--- config.mk ---
export PLATFORM = sky130hd
export DESIGN_NAME = packet_header_deframer_flat
export DESIGN_NICKNAME = d
export VERILOG_FILES = /design/src/rtl/phd_pkg.sv /design/src/rtl/phd_if.sv /design/src/rtl/phd_parse.sv /design/src/rtl/phd_outq.sv /design/src/rtl/packet_header_deframer.sv /design/src/flat_wrapper.sv
export SDC_FILE = /design/constraint.sdc
export NUM_CORES = 1
export LEC_CHECK = 0
export ABC_CLOCK_PERIOD_IN_PS = 6290
export BUFFER_PORTS_ARGS = -buffer_cell sky130_fd_sc_hd__buf_2
export CAP_MARGIN = 30
export CORE_MARGIN = 2
export CORE_UTILIZATION = 35
export CTS_CLUSTER_SIZE = 20
export DETAILED_ROUTE_END_ITERATION = 8
export HOLD_SLACK_MARGIN = 0.03
export PLACE_DENSITY_LB_ADDON = 0.1
export SYNTH_ARGS = -nofsm -noshare
export SYNTH_HDL_FRONTEND = slang
export SYNTH_SLANG_ARGS = --single-unit
--- constraint.sdc ---
create_clock -name clk_i -period 6.29 [get_ports clk_i]
set_input_delay 0 -clock clk_i [delete_from_list [all_inputs] [get_ports clk_i]]
set_output_delay 0 -clock clk_i [all_outputs]
set_load 0.05 [all_outputs]
--- src/rtl/phd_pkg.sv ---
// Shared types and constants for the packet header deframer.
`timescale 1ns / 1ps

package phd_pkg;

  // Header layout: type, source, destination, length word, reserved word
  localparam int unsigned HdrBytes = 11;
  localparam int unsigned LenPos   = 3;
  localparam int unsigned ResvPos  = 7;

  // Default depth of the result queue
  localparam int unsigned OutQDepth = 4;

  typedef enum logic [1:0] {
    StOk       = 2'd0,
    StShort    = 2'd1,
    StMismatch = 2'd2
  } status_e;

  typedef enum logic {
    KindPayload = 1'b0,
    KindSummary = 1'b1
  } kind_e;

  typedef struct packed {
    kind_e       kind;
    logic [7:0]  data;
    logic [7:0]  mtype;
    logic [7:0]  src_id;
    logic [7:0]  dst_id;
    logic [31:0] declared_len;
    logic [31:0] reserved_word;
    status_e     status;
    logic        last;
  } result_t;

  // Results raised by one accepted byte; payload goes out ahead of summary
  typedef struct packed {
    logic    pay_v;
    logic    sum_v;
    result_t pay;
    result_t sum;
  } push_t;

endpackage

--- src/rtl/phd_if.sv ---
// Valid/ready channel interfaces for the deframer's byte input and result output.
`timescale 1ns / 1ps

interface phd_in_if;
  logic       valid;
  logic       ready;
  logic [7:0] in_byte;
  logic       frame_end;

  modport source (output valid, output in_byte, output frame_end, input ready);
  modport sink   (input valid, input in_byte, input frame_end, output ready);
endinterface

interface phd_out_if;
  logic        valid;
  logic        ready;
  logic        kind;
  logic [7:0]  data;
  logic [7:0]  mtype;
  logic [7:0]  src_id;
  logic [7:0]  dst_id;
  logic [31:0] declared_len;
  logic [31:0] reserved_word;
  logic [1:0]  status;
  logic        last;

  modport source (
    output valid, output kind, output data, output mtype, output src_id,
    output dst_id, output declared_len, output reserved_word, output status,
    output last, input ready
  );
  modport sink (
    input valid, input kind, input data, input mtype, input src_id,
    input dst_id, input declared_len, input reserved_word, input status,
    input last, output ready
  );
endinterface

--- src/rtl/phd_parse.sv ---
// Frame parser: header capture, payload count and end-of-frame status.
`timescale 1ns / 1ps

module phd_parse (
  input  logic           clk_i,
  input  logic           rst_ni,
  input  logic           accept_i,
  input  logic [7:0]     in_byte_i,
  input  logic           frame_end_i,
  output phd_pkg::push_t push_o
);
  import phd_pkg::*;

  logic [3:0]  hdr_pos_q, hdr_pos_d;
  logic [7:0]  type_q, type_d;
  logic [7:0]  src_q, src_d;
  logic [7:0]  dst_q, dst_d;
  logic [31:0] len_q, len_d;
  logic [31:0] resv_q, resv_d;
  logic [31:0] seen_q, seen_d;
  logic        excess_q, excess_d;
  logic [1:0]  len_sel, resv_sel;

  always_comb begin
    hdr_pos_d = hdr_pos_q;
    type_d    = type_q;
    src_d     = src_q;
    dst_d     = dst_q;
    len_d     = len_q;
    resv_d    = resv_q;
    seen_d    = seen_q;
    excess_d  = excess_q;

    // byte index within the length or reserved word, 0 is the top byte
    len_sel  = 2'(hdr_pos_q - 4'(LenPos));
    resv_sel = 2'(hdr_pos_q - 4'(ResvPos));

    push_o            = '0;
    push_o.pay.kind   = KindPayload;
    push_o.pay.data   = in_byte_i;
    push_o.sum.kind   = KindSummary;
    push_o.sum.status = StOk;
    push_o.sum.last   = 1'b1;

    if (accept_i) begin
      if (hdr_pos_q < 4'(HdrBytes)) begin
        // words arrive most significant byte first; each byte lands in its own lane,
        // so a header cut short leaves the missing low bytes at zero
        if (hdr_pos_q == 4'd0) begin
          type_d = in_byte_i;
        end else if (hdr_pos_q == 4'd1) begin
          src_d = in_byte_i;
        end else if (hdr_pos_q < 4'(LenPos)) begin
          dst_d = in_byte_i;
        end else if (hdr_pos_q < 4'(ResvPos)) begin
          len_d[{~len_sel, 3'b000} +: 8] = in_byte_i;
        end else begin
          resv_d[{~resv_sel, 3'b000} +: 8] = in_byte_i;
        end
        hdr_pos_d = hdr_pos_q + 4'd1;
      end else if (seen_q < len_q) begin
        push_o.pay_v = 1'b1;
        seen_d       = seen_q + 32'd1;
      end else begin
        excess_d = 1'b1;
      end

      if (frame_end_i) begin
        push_o.sum_v             = 1'b1;
        push_o.sum.mtype         = type_d;
        push_o.sum.src_id        = src_d;
        push_o.sum.dst_id        = dst_d;
        push_o.sum.declared_len  = len_d;
        push_o.sum.reserved_word = resv_d;
        if (hdr_pos_d < 4'(HdrBytes)) begin
          push_o.sum.status = StShort;
        end else if (excess_d || (seen_d != len_d)) begin
          push_o.sum.status = StMismatch;
        end else begin
          push_o.sum.status = StOk;
        end
        // clear down for the next frame
        hdr_pos_d = '0;
        type_d    = '0;
        src_d     = '0;
        dst_d     = '0;
        len_d     = '0;
        resv_d    = '0;
        seen_d    = '0;
        excess_d  = 1'b0;
      end
    end
  end

  always_ff @(posedge clk_i or negedge rst_ni) begin
    if (!rst_ni) begin
      hdr_pos_q <= '0;
      type_q    <= '0;
      src_q     <= '0;
      dst_q     <= '0;
      len_q     <= '0;
      resv_q    <= '0;
      seen_q    <= '0;
      excess_q  <= 1'b0;
    end else begin
      hdr_pos_q <= hdr_pos_d;
      type_q    <= type_d;
      src_q     <= src_d;
      dst_q     <= dst_d;
      len_q     <= len_d;
      resv_q    <= resv_d;
      seen_q    <= seen_d;
      excess_q  <= excess_d;
    end
  end

endmodule

--- src/rtl/phd_outq.sv ---
// Result queue: takes up to two results a cycle, hands out one per transaction.
`timescale 1ns / 1ps

module phd_outq #(
  parameter int unsigned Depth = phd_pkg::OutQDepth,
  localparam int unsigned PtrW = (Depth > 1) ? $clog2(Depth) : 1,
  localparam int unsigned CntW = $clog2(Depth + 1)
) (
  input  logic             clk_i,
  input  logic             rst_ni,
  input  phd_pkg::push_t   push_i,
  output logic             room_o,
  output logic [CntW-1:0]  count_o,
  output logic             out_valid_o,
  input  logic             out_ready_i,
  output phd_pkg::result_t out_o
);
  import phd_pkg::*;

  result_t         mem_q [Depth];
  logic [PtrW-1:0] wptr_q, wptr_d, rptr_q, rptr_d, wptr_nx;
  logic [CntW-1:0] count_q, count_d;
  logic            pop;
  logic [1:0]      push_n;

  function automatic logic [PtrW-1:0] ptr_inc(input logic [PtrW-1:0] p);
    logic [PtrW-1:0] r;
    r = (p == PtrW'(Depth - 1)) ? '0 : p + 1'b1;
    return r;
  endfunction

  assign pop         = out_valid_o && out_ready_i;
  assign push_n      = {1'b0, push_i.pay_v} + {1'b0, push_i.sum_v};
  assign wptr_nx     = ptr_inc(wptr_q);
  assign out_valid_o = (count_q != '0);
  assign out_o       = mem_q[rptr_q];
  assign count_o     = count_q;
  // room for a full pair of results, judged from the registered fill only
  assign room_o      = (count_q <= CntW'(Depth - 2));

  always_comb begin
    count_d = count_q + CntW'(push_n) - CntW'(pop);
    rptr_d  = pop ? ptr_inc(rptr_q) : rptr_q;
    case (push_n)
      2'd1:    wptr_d = wptr_nx;
      2'd2:    wptr_d = ptr_inc(wptr_nx);
      default: wptr_d = wptr_q;
    endcase
  end

  always_ff @(posedge clk_i) begin
    if (push_i.pay_v) begin
      mem_q[wptr_q] <= push_i.pay;
    end
    if (push_i.sum_v) begin
      mem_q[push_i.pay_v ? wptr_nx : wptr_q] <= push_i.sum;
    end
  end

  always_ff @(posedge clk_i or negedge rst_ni) begin
    if (!rst_ni) begin
      wptr_q  <= '0;
      rptr_q  <= '0;
      count_q <= '0;
    end else begin
      wptr_q  <= wptr_d;
      rptr_q  <= rptr_d;
      count_q <= count_d;
    end
  end

endmodule

--- src/rtl/packet_header_deframer.sv ---
// Top level of the packet header deframer: byte input, parser and result queue.
//
// Usage
//   in_i  : one frame byte per transaction, frame_end high on the frame's final byte.
//   out_o : result transactions. kind 0 carries a payload byte in data; kind 1 is the
//           end-of-frame summary (header fields, status, last high).
//   The first 11 bytes of a frame are header; later bytes are forwarded as payload
//   while they fit the declared length, excess bytes are dropped and give status 2.
//   Payload is forwarded as it arrives; the consumer discards it on a bad status.
// Timing
//   A byte is parsed in the cycle it is taken; its results are in the queue at the
//   next edge, so out_o.valid rises in the cycle after the input transaction.
//   Throughput is one byte per cycle while in_i.ready is high. A final byte that also
//   carries payload makes two results, which the single output port drains in turn.
//   in_i.ready comes straight from the queue fill (room for two results), so it
//   never depends on out_o.ready in the same cycle.
// Reset
//   rst_ni clears the parser and empties the queue; the next byte starts a frame.
// Stall
//   While out_o.ready is low results wait in the queue; once it has no room for
//   two more, in_i.ready drops until the receiver takes results again.
`timescale 1ns / 1ps

module packet_header_deframer #(
  parameter int unsigned OutDepth = phd_pkg::OutQDepth
) (
  input  logic             clk_i,
  input  logic             rst_ni,
  phd_in_if.sink           in_i,
  phd_out_if.source        out_o
);
  import phd_pkg::*;

  localparam int unsigned CntW = $clog2(OutDepth + 1);

  logic            accept;
  push_t           push;
  result_t         res;
  logic [CntW-1:0] q_count;

  assign accept = in_i.valid && in_i.ready;

  phd_parse u_parse (
    .clk_i       (clk_i),
    .rst_ni      (rst_ni),
    .accept_i    (accept),
    .in_byte_i   (in_i.in_byte),
    .frame_end_i (in_i.frame_end),
    .push_o      (push)
  );

  phd_outq #(
    .Depth (OutDepth)
  ) u_outq (
    .clk_i       (clk_i),
    .rst_ni      (rst_ni),
    .push_i      (push),
    .room_o      (in_i.ready),
    .count_o     (q_count),
    .out_valid_o (out_o.valid),
    .out_ready_i (out_o.ready),
    .out_o       (res)
  );

  assign out_o.kind          = res.kind;
  assign out_o.data          = res.data;
  assign out_o.mtype         = res.mtype;
  assign out_o.src_id        = res.src_id;
  assign out_o.dst_id        = res.dst_id;
  assign out_o.declared_len  = res.declared_len;
  assign out_o.reserved_word = res.reserved_word;
  assign out_o.status        = res.status;
  assign out_o.last          = res.last;

  // results are raised only by an accepted byte
  a_push_needs_accept : assert property (@(posedge clk_i) disable iff (!rst_ni)
    (push.pay_v || push.sum_v) |-> accept)
    else $error("result pushed without an input transaction");

  // every final byte closes its frame with a summary
  a_end_gives_summary : assert property (@(posedge clk_i) disable iff (!rst_ni)
    (accept && in_i.frame_end) |-> push.sum_v)
    else $error("frame end without summary");

  // queue never overfills
  a_no_overflow : assert property (@(posedge clk_i) disable iff (!rst_ni)
    q_count <= CntW'(OutDepth))
    else $error("result queue overflow");

  // a queued result stays visible until taken
  a_queue_holds : assert property (@(posedge clk_i) disable iff (!rst_ni)
    (out_o.valid && !out_o.ready && !push.pay_v && !push.sum_v)
      |=> (q_count == $past(q_count)))
    else $error("result queue lost an entry while stalled");

endmodule

--- src/flat_wrapper.sv ---
// flat-port wrapper written by rule: the top's interface ports become plain ports
module packet_header_deframer_flat import phd_pkg::*;
#(
  parameter int unsigned OutDepth = phd_pkg::OutQDepth
)
  (clk_i, rst_ni, in_i_valid, in_i_in_byte, in_i_frame_end, in_i_ready, out_o_valid, out_o_kind, out_o_data, out_o_mtype, out_o_src_id, out_o_dst_id, out_o_declared_len, out_o_reserved_word, out_o_status, out_o_last, out_o_ready);
  phd_in_if in_i_i ();
  phd_out_if out_o_i ();
  input  logic clk_i;
  input  logic rst_ni;
  input wire logic [$bits(in_i_i.valid)-1:0] in_i_valid;
  input wire logic [$bits(in_i_i.in_byte)-1:0] in_i_in_byte;
  input wire logic [$bits(in_i_i.frame_end)-1:0] in_i_frame_end;
  output wire logic [$bits(in_i_i.ready)-1:0] in_i_ready;
  output wire logic [$bits(out_o_i.valid)-1:0] out_o_valid;
  output wire logic [$bits(out_o_i.kind)-1:0] out_o_kind;
  output wire logic [$bits(out_o_i.data)-1:0] out_o_data;
  output wire logic [$bits(out_o_i.mtype)-1:0] out_o_mtype;
  output wire logic [$bits(out_o_i.src_id)-1:0] out_o_src_id;
  output wire logic [$bits(out_o_i.dst_id)-1:0] out_o_dst_id;
  output wire logic [$bits(out_o_i.declared_len)-1:0] out_o_declared_len;
  output wire logic [$bits(out_o_i.reserved_word)-1:0] out_o_reserved_word;
  output wire logic [$bits(out_o_i.status)-1:0] out_o_status;
  output wire logic [$bits(out_o_i.last)-1:0] out_o_last;
  input wire logic [$bits(out_o_i.ready)-1:0] out_o_ready;
  assign in_i_i.valid = in_i_valid;
  assign in_i_i.in_byte = in_i_in_byte;
  assign in_i_i.frame_end = in_i_frame_end;
  assign in_i_ready = in_i_i.ready;
  assign out_o_valid = out_o_i.valid;
  assign out_o_kind = out_o_i.kind;
  assign out_o_data = out_o_i.data;
  assign out_o_mtype = out_o_i.mtype;
  assign out_o_src_id = out_o_i.src_id;
  assign out_o_dst_id = out_o_i.dst_id;
  assign out_o_declared_len = out_o_i.declared_len;
  assign out_o_reserved_word = out_o_i.reserved_word;
  assign out_o_status = out_o_i.status;
  assign out_o_last = out_o_i.last;
  assign out_o_i.ready = out_o_ready;
  packet_header_deframer #(.OutDepth(OutDepth)) u_core (.clk_i(clk_i), .rst_ni(rst_ni), .in_i(in_i_i), .out_o(out_o_i));
endmodule
==> metrics.md, run 1 <==
| Metric | Value |
|---|---|
| Run status | `finished clean` |
| Highest clock rate | `199 MHz` |
| Worst R2R End | `u_core.u_outq.mem_q[1][13]` |
| Die Height | `273 um` |
| Synth Cell Area | `0.0253 mm^2` |
| DPL Wire Length | `about 48,000 um` |
| Aggregate global routing overflow | `0` |
| Top cells by count, synth | `nor2_1 (411), edfxtp_1 (360), nand2_1 (178)` |
| CP required | `6.58 ns` |
| Synthesized net count | `2,190` |
| Largest net degree at the start of global routing | `92` |
| Flop-to-flop setup slack | `1.27 ns` |
| Vias in the first global route | `17,200` |
| Post-Synthesis Cells | `2,125` |
| IO Count | `115` |
| DR vias | `17,400` |
| Synth area leader | `edfxtp_1` |
| Die Wd | `~270 um` |
| R2R depth | `10` |
| Rows | `98` |
| LEAKAGE | `~10 nW` |
| Most used cell, CP | `nor2_1` |
| Antenna violations before repair | `0` |
| H-Tree Depth | `2` |
| Critical path class | `reg -> reg` |
| Vias per cell | `between 5 and 6` |
| Avg Synthesized Cell Area | `11.9 um^2` |
| Cells along the critical path | `ha_1 > nor2_1 > nor2_1 > nand3_1 > nor2_1 > nand2_1 > o32ai_1 > nand2_4 > nand2_4 > buf_4` |
| Initial Util | `35.4%` |
| Hold Fails Final Rpt | `0` |
| Clock Skews | `around 0.025 ns` |
| Final GP Congestion | `between 0.8 and 0.9` |
| Slowest CP cell | `dfrtp_1` |
| Seq/Total Area, Yosys | `58.6%` |
| Total CTS buffers | `58` |
| Core area | `0.0715 mm^2` |
| Max-slew violation count | `0` |
| Top post-synthesis cells by area | `edfxtp_1 (43%), dfrtp_1 (13%), mux4_2 (8.8%)` |
| CTS tree | `built` |
| Reg clk slew, reported paths | `roughly 0.060 ns` |
| Max-cap violations | `0` |
| Die area | `0.0745 mm^2` |
| Drt first pass iters | `5` |
| Startpoint type of the worst setup path | `flip-flop` |
| HP Class | `in -> async` |
| Routed length per placed instance | `23.8 um` |
| FFs w/ async S/R, synth | `25.0%` |
| Clock sink count | `between 500 and 600` |
| Clock latency on the worst-skew pair | `0.62 ns` |
| Layout cells sized above 1 | `16.9%` |
| Drt total wl | `76,200 um` |
| WHS | `0.0350 ns` |
| Post-synth top area share | `around 43%` |
| Worst-margin pin slew | `about 1.1 ns` |
| Synth Flop Type | `edfxtp_1` |
| Clk root buf | `clkbuf_16` |
| R2r startpoint | `u_core.u_parse.hdr_pos_q[0]` |
| Crit-path max FO | `33` |
| Final Critical Period | `~5.0 ns` |
| Post-synth EDFFs | `360` |
| Synth warn | `0` |
| Port bufs | `~110` |
| DRT antenna net count | `0` |
| Flops & latches, synth | `528` |
| Drt initial violations | `1,530` |
| Clk buf depth | `3` |
| First-pass GRT wire length | `around 110,000 um` |
| CP delay by family, top | `simple AND/OR/NAND/NOR gates` |
| Peak VDD IR | `0.230 mV` |
| Crit path buf inv count | `1` |
| N_diodes | `0` |
| Setup TNS | `0 ns` |
| Worst setup EP type | `flip-flop` |
| Power Density | `437 mW/mm^2` |
| Layout net count | `2,273` |
| Top-count cell post-synth | `nor2_1` |
| Final setup viols | `0` |
| Layout area overhead | `14.6%` |
| RSZ-0062 raised after global routing | `no` |
| Post CTS Setup Buffer Count | `0` |
| Arr. time, crit path | `around 5.3 ns` |
| Global-route usage over all layers | `20.4%` |
| Max_slew headroom | `approximately 29%` |
| CP peak stage delay | `around 0.64 ns` |
| Period utilization | `79.8%` |
| Unique cell type count in the Yosys netlist | `85` |
| Post-route DRC | `0` |
-- registers in the layout, summed over array words and instances, names as in the netlist --
name / cells
u_core.u_parse.src_q: 8
u_core.u_outq.count_o: 3
u_core.u_parse.type_q: 8
u_core.u_parse.excess_q: 1
u_core.u_parse.resv_q: 32
u_core.u_parse.dst_q: 8
u_core.u_parse.len_q: 32
u_core.u_outq.mem_q: 396
u_core.u_parse.hdr_pos_q: 4
u_core.u_outq.rptr_q: 2
u_core.u_parse.seen_q: 32
u_core.u_outq.wptr_q: 2
-- per-stage QoR --
step | instance area (um^2) | cells | setup WS [ns] | power [mW] | util [%]
6_report | 29000 | 3204 | 1.27 | 12.7 | 40.6
5_1_grt | 29000 | 3204 | 0.975 | 13.3 | 40.6
4_1_cts | 29000 | 3204 | 1.33 | 12.8 | 40.6
3_5_place_dp | 27100 | 3088 | 1.38 | 9.45 | 37.9
3_3_place_gp | 27000 | 3087 | 1.58 | 9.41 | 37.8
2_1_floorplan | 25300 | 2125 | 0.906 | 7.98 | -
-- layer usage --
| metal | GRT usage, % | share of wire [%] |
|---|---|---|
| met5 | 0 | 0 |
| met4 | 5.48 | 2.6 |
| met3 | 2.81 | 5.1 |
| met2 | 34.0 | 49 |
| met1 | 28.1 | 44 |
-- cell usage in the layout (no fill, tap or decap), drive strengths merged, types with 51 or more instances in the layout --
cell type  count
nor2         411
edfxtp       360
nand2        178
buf          160
dfrtp        132
o21ai        119
mux4          99
a21oi         87
clkbuf        82
mux2i         63
inv           54
nand3         51
ha            51
-- final cells by class --
| class | instances | area (um^2) |
|---|---|---|
| Clock inverter | 24 | 221 |
| Fill cell | 6758 | 42500 |
| Timing Repair Buffer | 170 | 1170 |
| Clock buffer | 82 | 1630 |
| Multi-Input combinational cell | 1396 | 9770 |
| Inverter | 54 | 203 |
| Tap cell | 950 | 1190 |
| Sequential cell | 528 | 14800 |
-- worst max-delay path by stage --
stage                                      from                          to  slack, ns  depth (start not counted)
finish              u_core.u_parse.hdr_pos_q[0]  u_core.u_outq.mem_q[1][13]       1.27                         10
global route        u_core.u_parse.hdr_pos_q[0]  u_core.u_outq.mem_q[1][90]       0.98                         10
CTS                 u_core.u_parse.hdr_pos_q[0]  u_core.u_outq.mem_q[1][18]       1.33                         10
detailed placement  u_core.u_parse.hdr_pos_q[0]  u_core.u_outq.mem_q[1][11]       1.38                         10
global placement    u_core.u_parse.hdr_pos_q[0]  u_core.u_outq.mem_q[0][53]       1.58                         10
floorplan             u_core.u_parse.seen_q[26]  u_core.u_outq.mem_q[0][10]       0.91                         12
-- report_power, final --
group          total (mW)  internal (mW)  leakage [nW]  switching (mW)
combinational        4.96           1.53          4.06            3.43
sequential           4.37           4.08          5.41           0.288
clock                3.35           1.95         0.898            1.40
total                12.7           7.56          10.4            5.12
-- logic make-up after synthesis --
kind of cell / synth area share, %
adders and majority gates: 2.60
DFF: 58.6
buffers and inverters: 3.11
AOI/OAI and AO/OA: 8.49
and+or+nand+nor: 13.9
xor gates and xnor gates: 1.70
muxes: 11.6
-- what timing repair did --
action	CTS	global route
hold buffers	10	0
resized for setup	0	0
hold endpoints to repair	114	0
Note: power is estimated with default switching activity, not from simulation.
==> inputs of run 2 (changes only) <==
--- a/config.mk
+++ b/config.mk
@@ -5,7 +5,7 @@
 export SDC_FILE = /design/constraint.sdc
 export NUM_CORES = 1
 export LEC_CHECK = 0
-export ABC_CLOCK_PERIOD_IN_PS = 6290
+export ABC_CLOCK_PERIOD_IN_PS = 4760
 export BUFFER_PORTS_ARGS = -buffer_cell sky130_fd_sc_hd__buf_2
 export CAP_MARGIN = 30
 export CORE_MARGIN = 2
==> constraint.sdc (replaced) <==
create_clock -name clk_i -period 4.76 [get_ports clk_i]
set_input_delay 0 -clock clk_i [delete_from_list [all_inputs] [get_ports clk_i]]
set_output_delay 0 -clock clk_i [all_outputs]
set_load 0.05 [all_outputs]
==> run 2 against run 1 <==
Net effect: sequential share of layout area decreased by 0.61 points; core utilization increased by 0.49 points; design area increased by 1.2%; power increased by 33%; clock skew about the same; die area unchanged; critical path depth increased by 4; sequential power increased by 31%; clock-buffer cell count decreased by 2; routed wire length increased by 3.5%; maximum frequency increased by 13%; highest routed layer unchanged.
==> metrics.md, run 2 (synthesized netlist as in run 1, its figures left out) <==
| Metric | Value |
|---|---|
| Die Wd | `273 um (unchanged)` |
| IO Count | `115 (unchanged)` |
| Drt total wl | `78,900 um (+3.5%)` |
| Clock Skews | `0.0248 ns (-0.000191 ns)` |
| Die Height | `273 um (unchanged)` |
| Share of power burned in registers | `34.1% (-0.3 points)` |
| Arr. time, crit path | `4.74 ns (-0.57 ns)` |
| Global-route usage over all layers | `21.2% (+0.73 points)` |
| Clk network pwr share | `25.8% (-0.6 points)` |
| Commonest non-fill, non-tap cell in the layout | `nor2_1` |
| Switching power | `6.84 mW (+34%)` |
| Drt first pass iters | `5 (unchanged)` |
| Final GP Congestion | `0.914 (+4.6%)` |
| RSZ-0062 raised after global routing | `no` |
| Crit-path max FO | `39 (+18%)` |
| Worst setup EP type | `flip-flop` |
| First-pass GRT wire length | `118,000 um (+3.0%)` |
| Flop-to-flop setup slack | `0.32 ns (-0.95 ns)` |
| Clock latency on the worst-skew pair | `0.62 ns (about the same)` |
| Max_slew headroom | `32.5% (+3.8 points)` |
| DR vias | `17,600 (+0.95%)` |
| Aggregate global routing overflow | `0 (unchanged)` |
| Clk root buf | `clkbuf_16` |
| Hold_sp | `in_i_frame_end` |
| R2R depth | `14 (+4)` |
| Int Power | `9.97 mW (+32%)` |
| DRT antenna net count | `0 (unchanged)` |
| Power Density | `572 mW/mm^2 (+31%)` |
| Die area | `0.0745 mm^2 (unchanged)` |
| Layout cells sized above 1 | `18.4% (+1.5 points)` |
| Max reg flops | `396 (unchanged)` |
| Initial Util | `35.4% (unchanged)` |
| Final setup viols | `0 (unchanged)` |
| Reg clk slew, reported paths | `0.06 ns (about the same)` |
| Total placed cells including tap cells | `3,125 (+1.2%)` |
| Post-route DRC | `0 (unchanged)` |
| Biggest register | `u_core.u_outq.mem_q` |
| LEAKAGE | `10.6 nW (+2.2%)` |
| Hold Path Depth | `5` |
| Period utilization | `93.3% (+14 points)` |
| CP required | `5.05 ns (-1.53 ns)` |
| Startpoint type of the worst setup path | `flip-flop` |
| Largest net degree at the start of global routing | `92 (unchanged)` |
| # hold bufs at CTS | `13 (+3)` |
| PostCTS Resize Cnt | `0 (unchanged)` |
| Peak VDD IR | `0.457 mV (+99%)` |
| Layout area overhead | `16.0%` |
| Vias in the first global route | `17,700 (+2.7%)` |
| Critical path class | `reg -> reg` |
| R2r startpoint | `u_core.u_parse.seen_q[25]` |
| Routed length per placed instance | `24.3 um (+2.2%)` |
| Final Critical Period | `4.44 ns (-0.576 ns)` |
| CTS tree | `built` |
| H-Tree Depth | `2 (unchanged)` |
| Final Power | `16.8 mW (+33%)` |
| Max-slew violation count | `0 (unchanged)` |
| Commonest non-fill, non-tap cells in the layout | `nor2_1 (411), edfxtp_1 (360), nand2_1 (171)` |
| Rows | `98 (unchanged)` |
| Drt initial violations | `1,351 (-12%)` |
| Hold Fails Final Rpt | `0 (unchanged)` |
| Highest clock rate | `225 MHz (+13%)` |
| Max-cap violations | `0 (unchanged)` |
| Worst R2R End | `u_core.u_outq.mem_q[3][30]` |
| Core area | `0.0715 mm^2 (unchanged)` |
| Clk buf depth | `3 (unchanged)` |
| Run status | `finished clean` |
| Fin cells | `3,245 (+1.3%)` |
| Antenna violations before repair | `1 (+1)` |
| Post CTS Setup Buffer Count | `0 (unchanged)` |
| Worst Hold Path EP | `u_core.u_outq.mem_q[0][98]` |
| Port bufs | `114 (unchanged)` |
| Vias per cell | `5.42 (-0.32%)` |
| N_diodes | `0 (unchanged)` |
| Combinational share of power | `40.1% (+1.0 points)` |
| Switch share | `40.7% (+0.33 points)` |
| Worst-margin pin slew | `0.984 ns (-0.0858 ns)` |
| DPL Wire Length | `49,200 um (+2.9%)` |
| HP Class | `in -> reg` |
| Layout net count | `2,313 (+1.8%)` |
| Setup TNS | `0 ns (unchanged)` |
| Clock sink count | `528 (unchanged)` |
| Total CTS buffers | `57 (-1.7%)` |
[run 2: cell count changes in the layout (fill, tap and decap cells not counted), moves of 2 or more]
cell           delta
buf_12            +7
clkinv_1          -2
buf_4            +32
bufinv_16         -2
clkinv_4          +3
clkinv_2          +4
clkinvlp_4        -2
dlygate4sd3_1     +2
[run 2: cell type report]
type	instances	area [um^2]
well taps	950	1190
repair buffers	211	1570
clock buffers	80	1610
flip-flops and latches	528	14800
clock inverters	26	194
fillers	6801	42100
multi-input cells	1396	9770
inverters	54	203
[run 2: how the worst max path moves through the flow]
stage	start	end	slack, ns
after global placement	u_core.u_parse.seen_q[25]	u_core.u_outq.mem_q[3][63]	0.51
after CTS	u_core.u_parse.seen_q[25]	u_core.u_outq.mem_q[3][62]	0.37
after global routing	u_core.u_parse.hdr_pos_q[0]	u_core.u_outq.mem_q[0][2]	0.09
final	u_core.u_parse.seen_q[25]	u_core.u_outq.mem_q[3][30]	0.32
after floorplan	u_core.u_parse.seen_q[26]	u_core.u_outq.mem_q[0][10]	0.26
after detailed placement	u_core.u_parse.seen_q[25]	u_core.u_outq.mem_q[3][63]	0.40
[run 2: layer usage]
metal	GRT usage (%)	part of all wire, %	vias to the layer above
met5	0	0	-
met4	4.97	2.0	0
met3	2.72	5.3	90
met2	35.6	49	493
met1	29.2	44	8961
li1	-	-	8042
[run 2: power by group through the flow]
stage / sequential [mW] / combinational, mW / clock (mW)
after global routing: 5.80 / 7.18 / 4.61
final: 5.73 / 6.74 / 4.33
after detailed placement: 5.93 / 6.70 / 0
after global placement: 5.91 / 6.67 / 0
after CTS: 5.84 / 6.73 / 4.44
after floorplan: 5.64 / 4.89 / 0
[run 2: stage by stage]
step	utilization [%]	cell area, um^2	setup slack (ns)	hold slack (ns)
after floorplan	-	25300	0.262	-0.296
after global placement	38.3	27400	0.507	-0.0695
after detailed placement	38.3	27400	0.400	-0.0679
after CTS	41.0	29300	0.371	0.105
after global routing	41.1	29400	0.0914	0.167
final	41.1	29400	0.318	0.162
[run 2: worst max-delay path, stage by stage, from the launching register on]
cell,delay [ns]
dfrtp_1,0.53
ha_1,0.31
a41o_1,0.24
a21oi_1,0.12
a2bb2oi_1,0.38
nand3_1,0.25
nor2_1,0.46
nand2_1,0.25
inv_1,0.16
buf_4,0.37
nand3_1,0.13
o21a_1,0.14
nand2b_4,0.17
nand2_4,0.29
buf_4,0.31
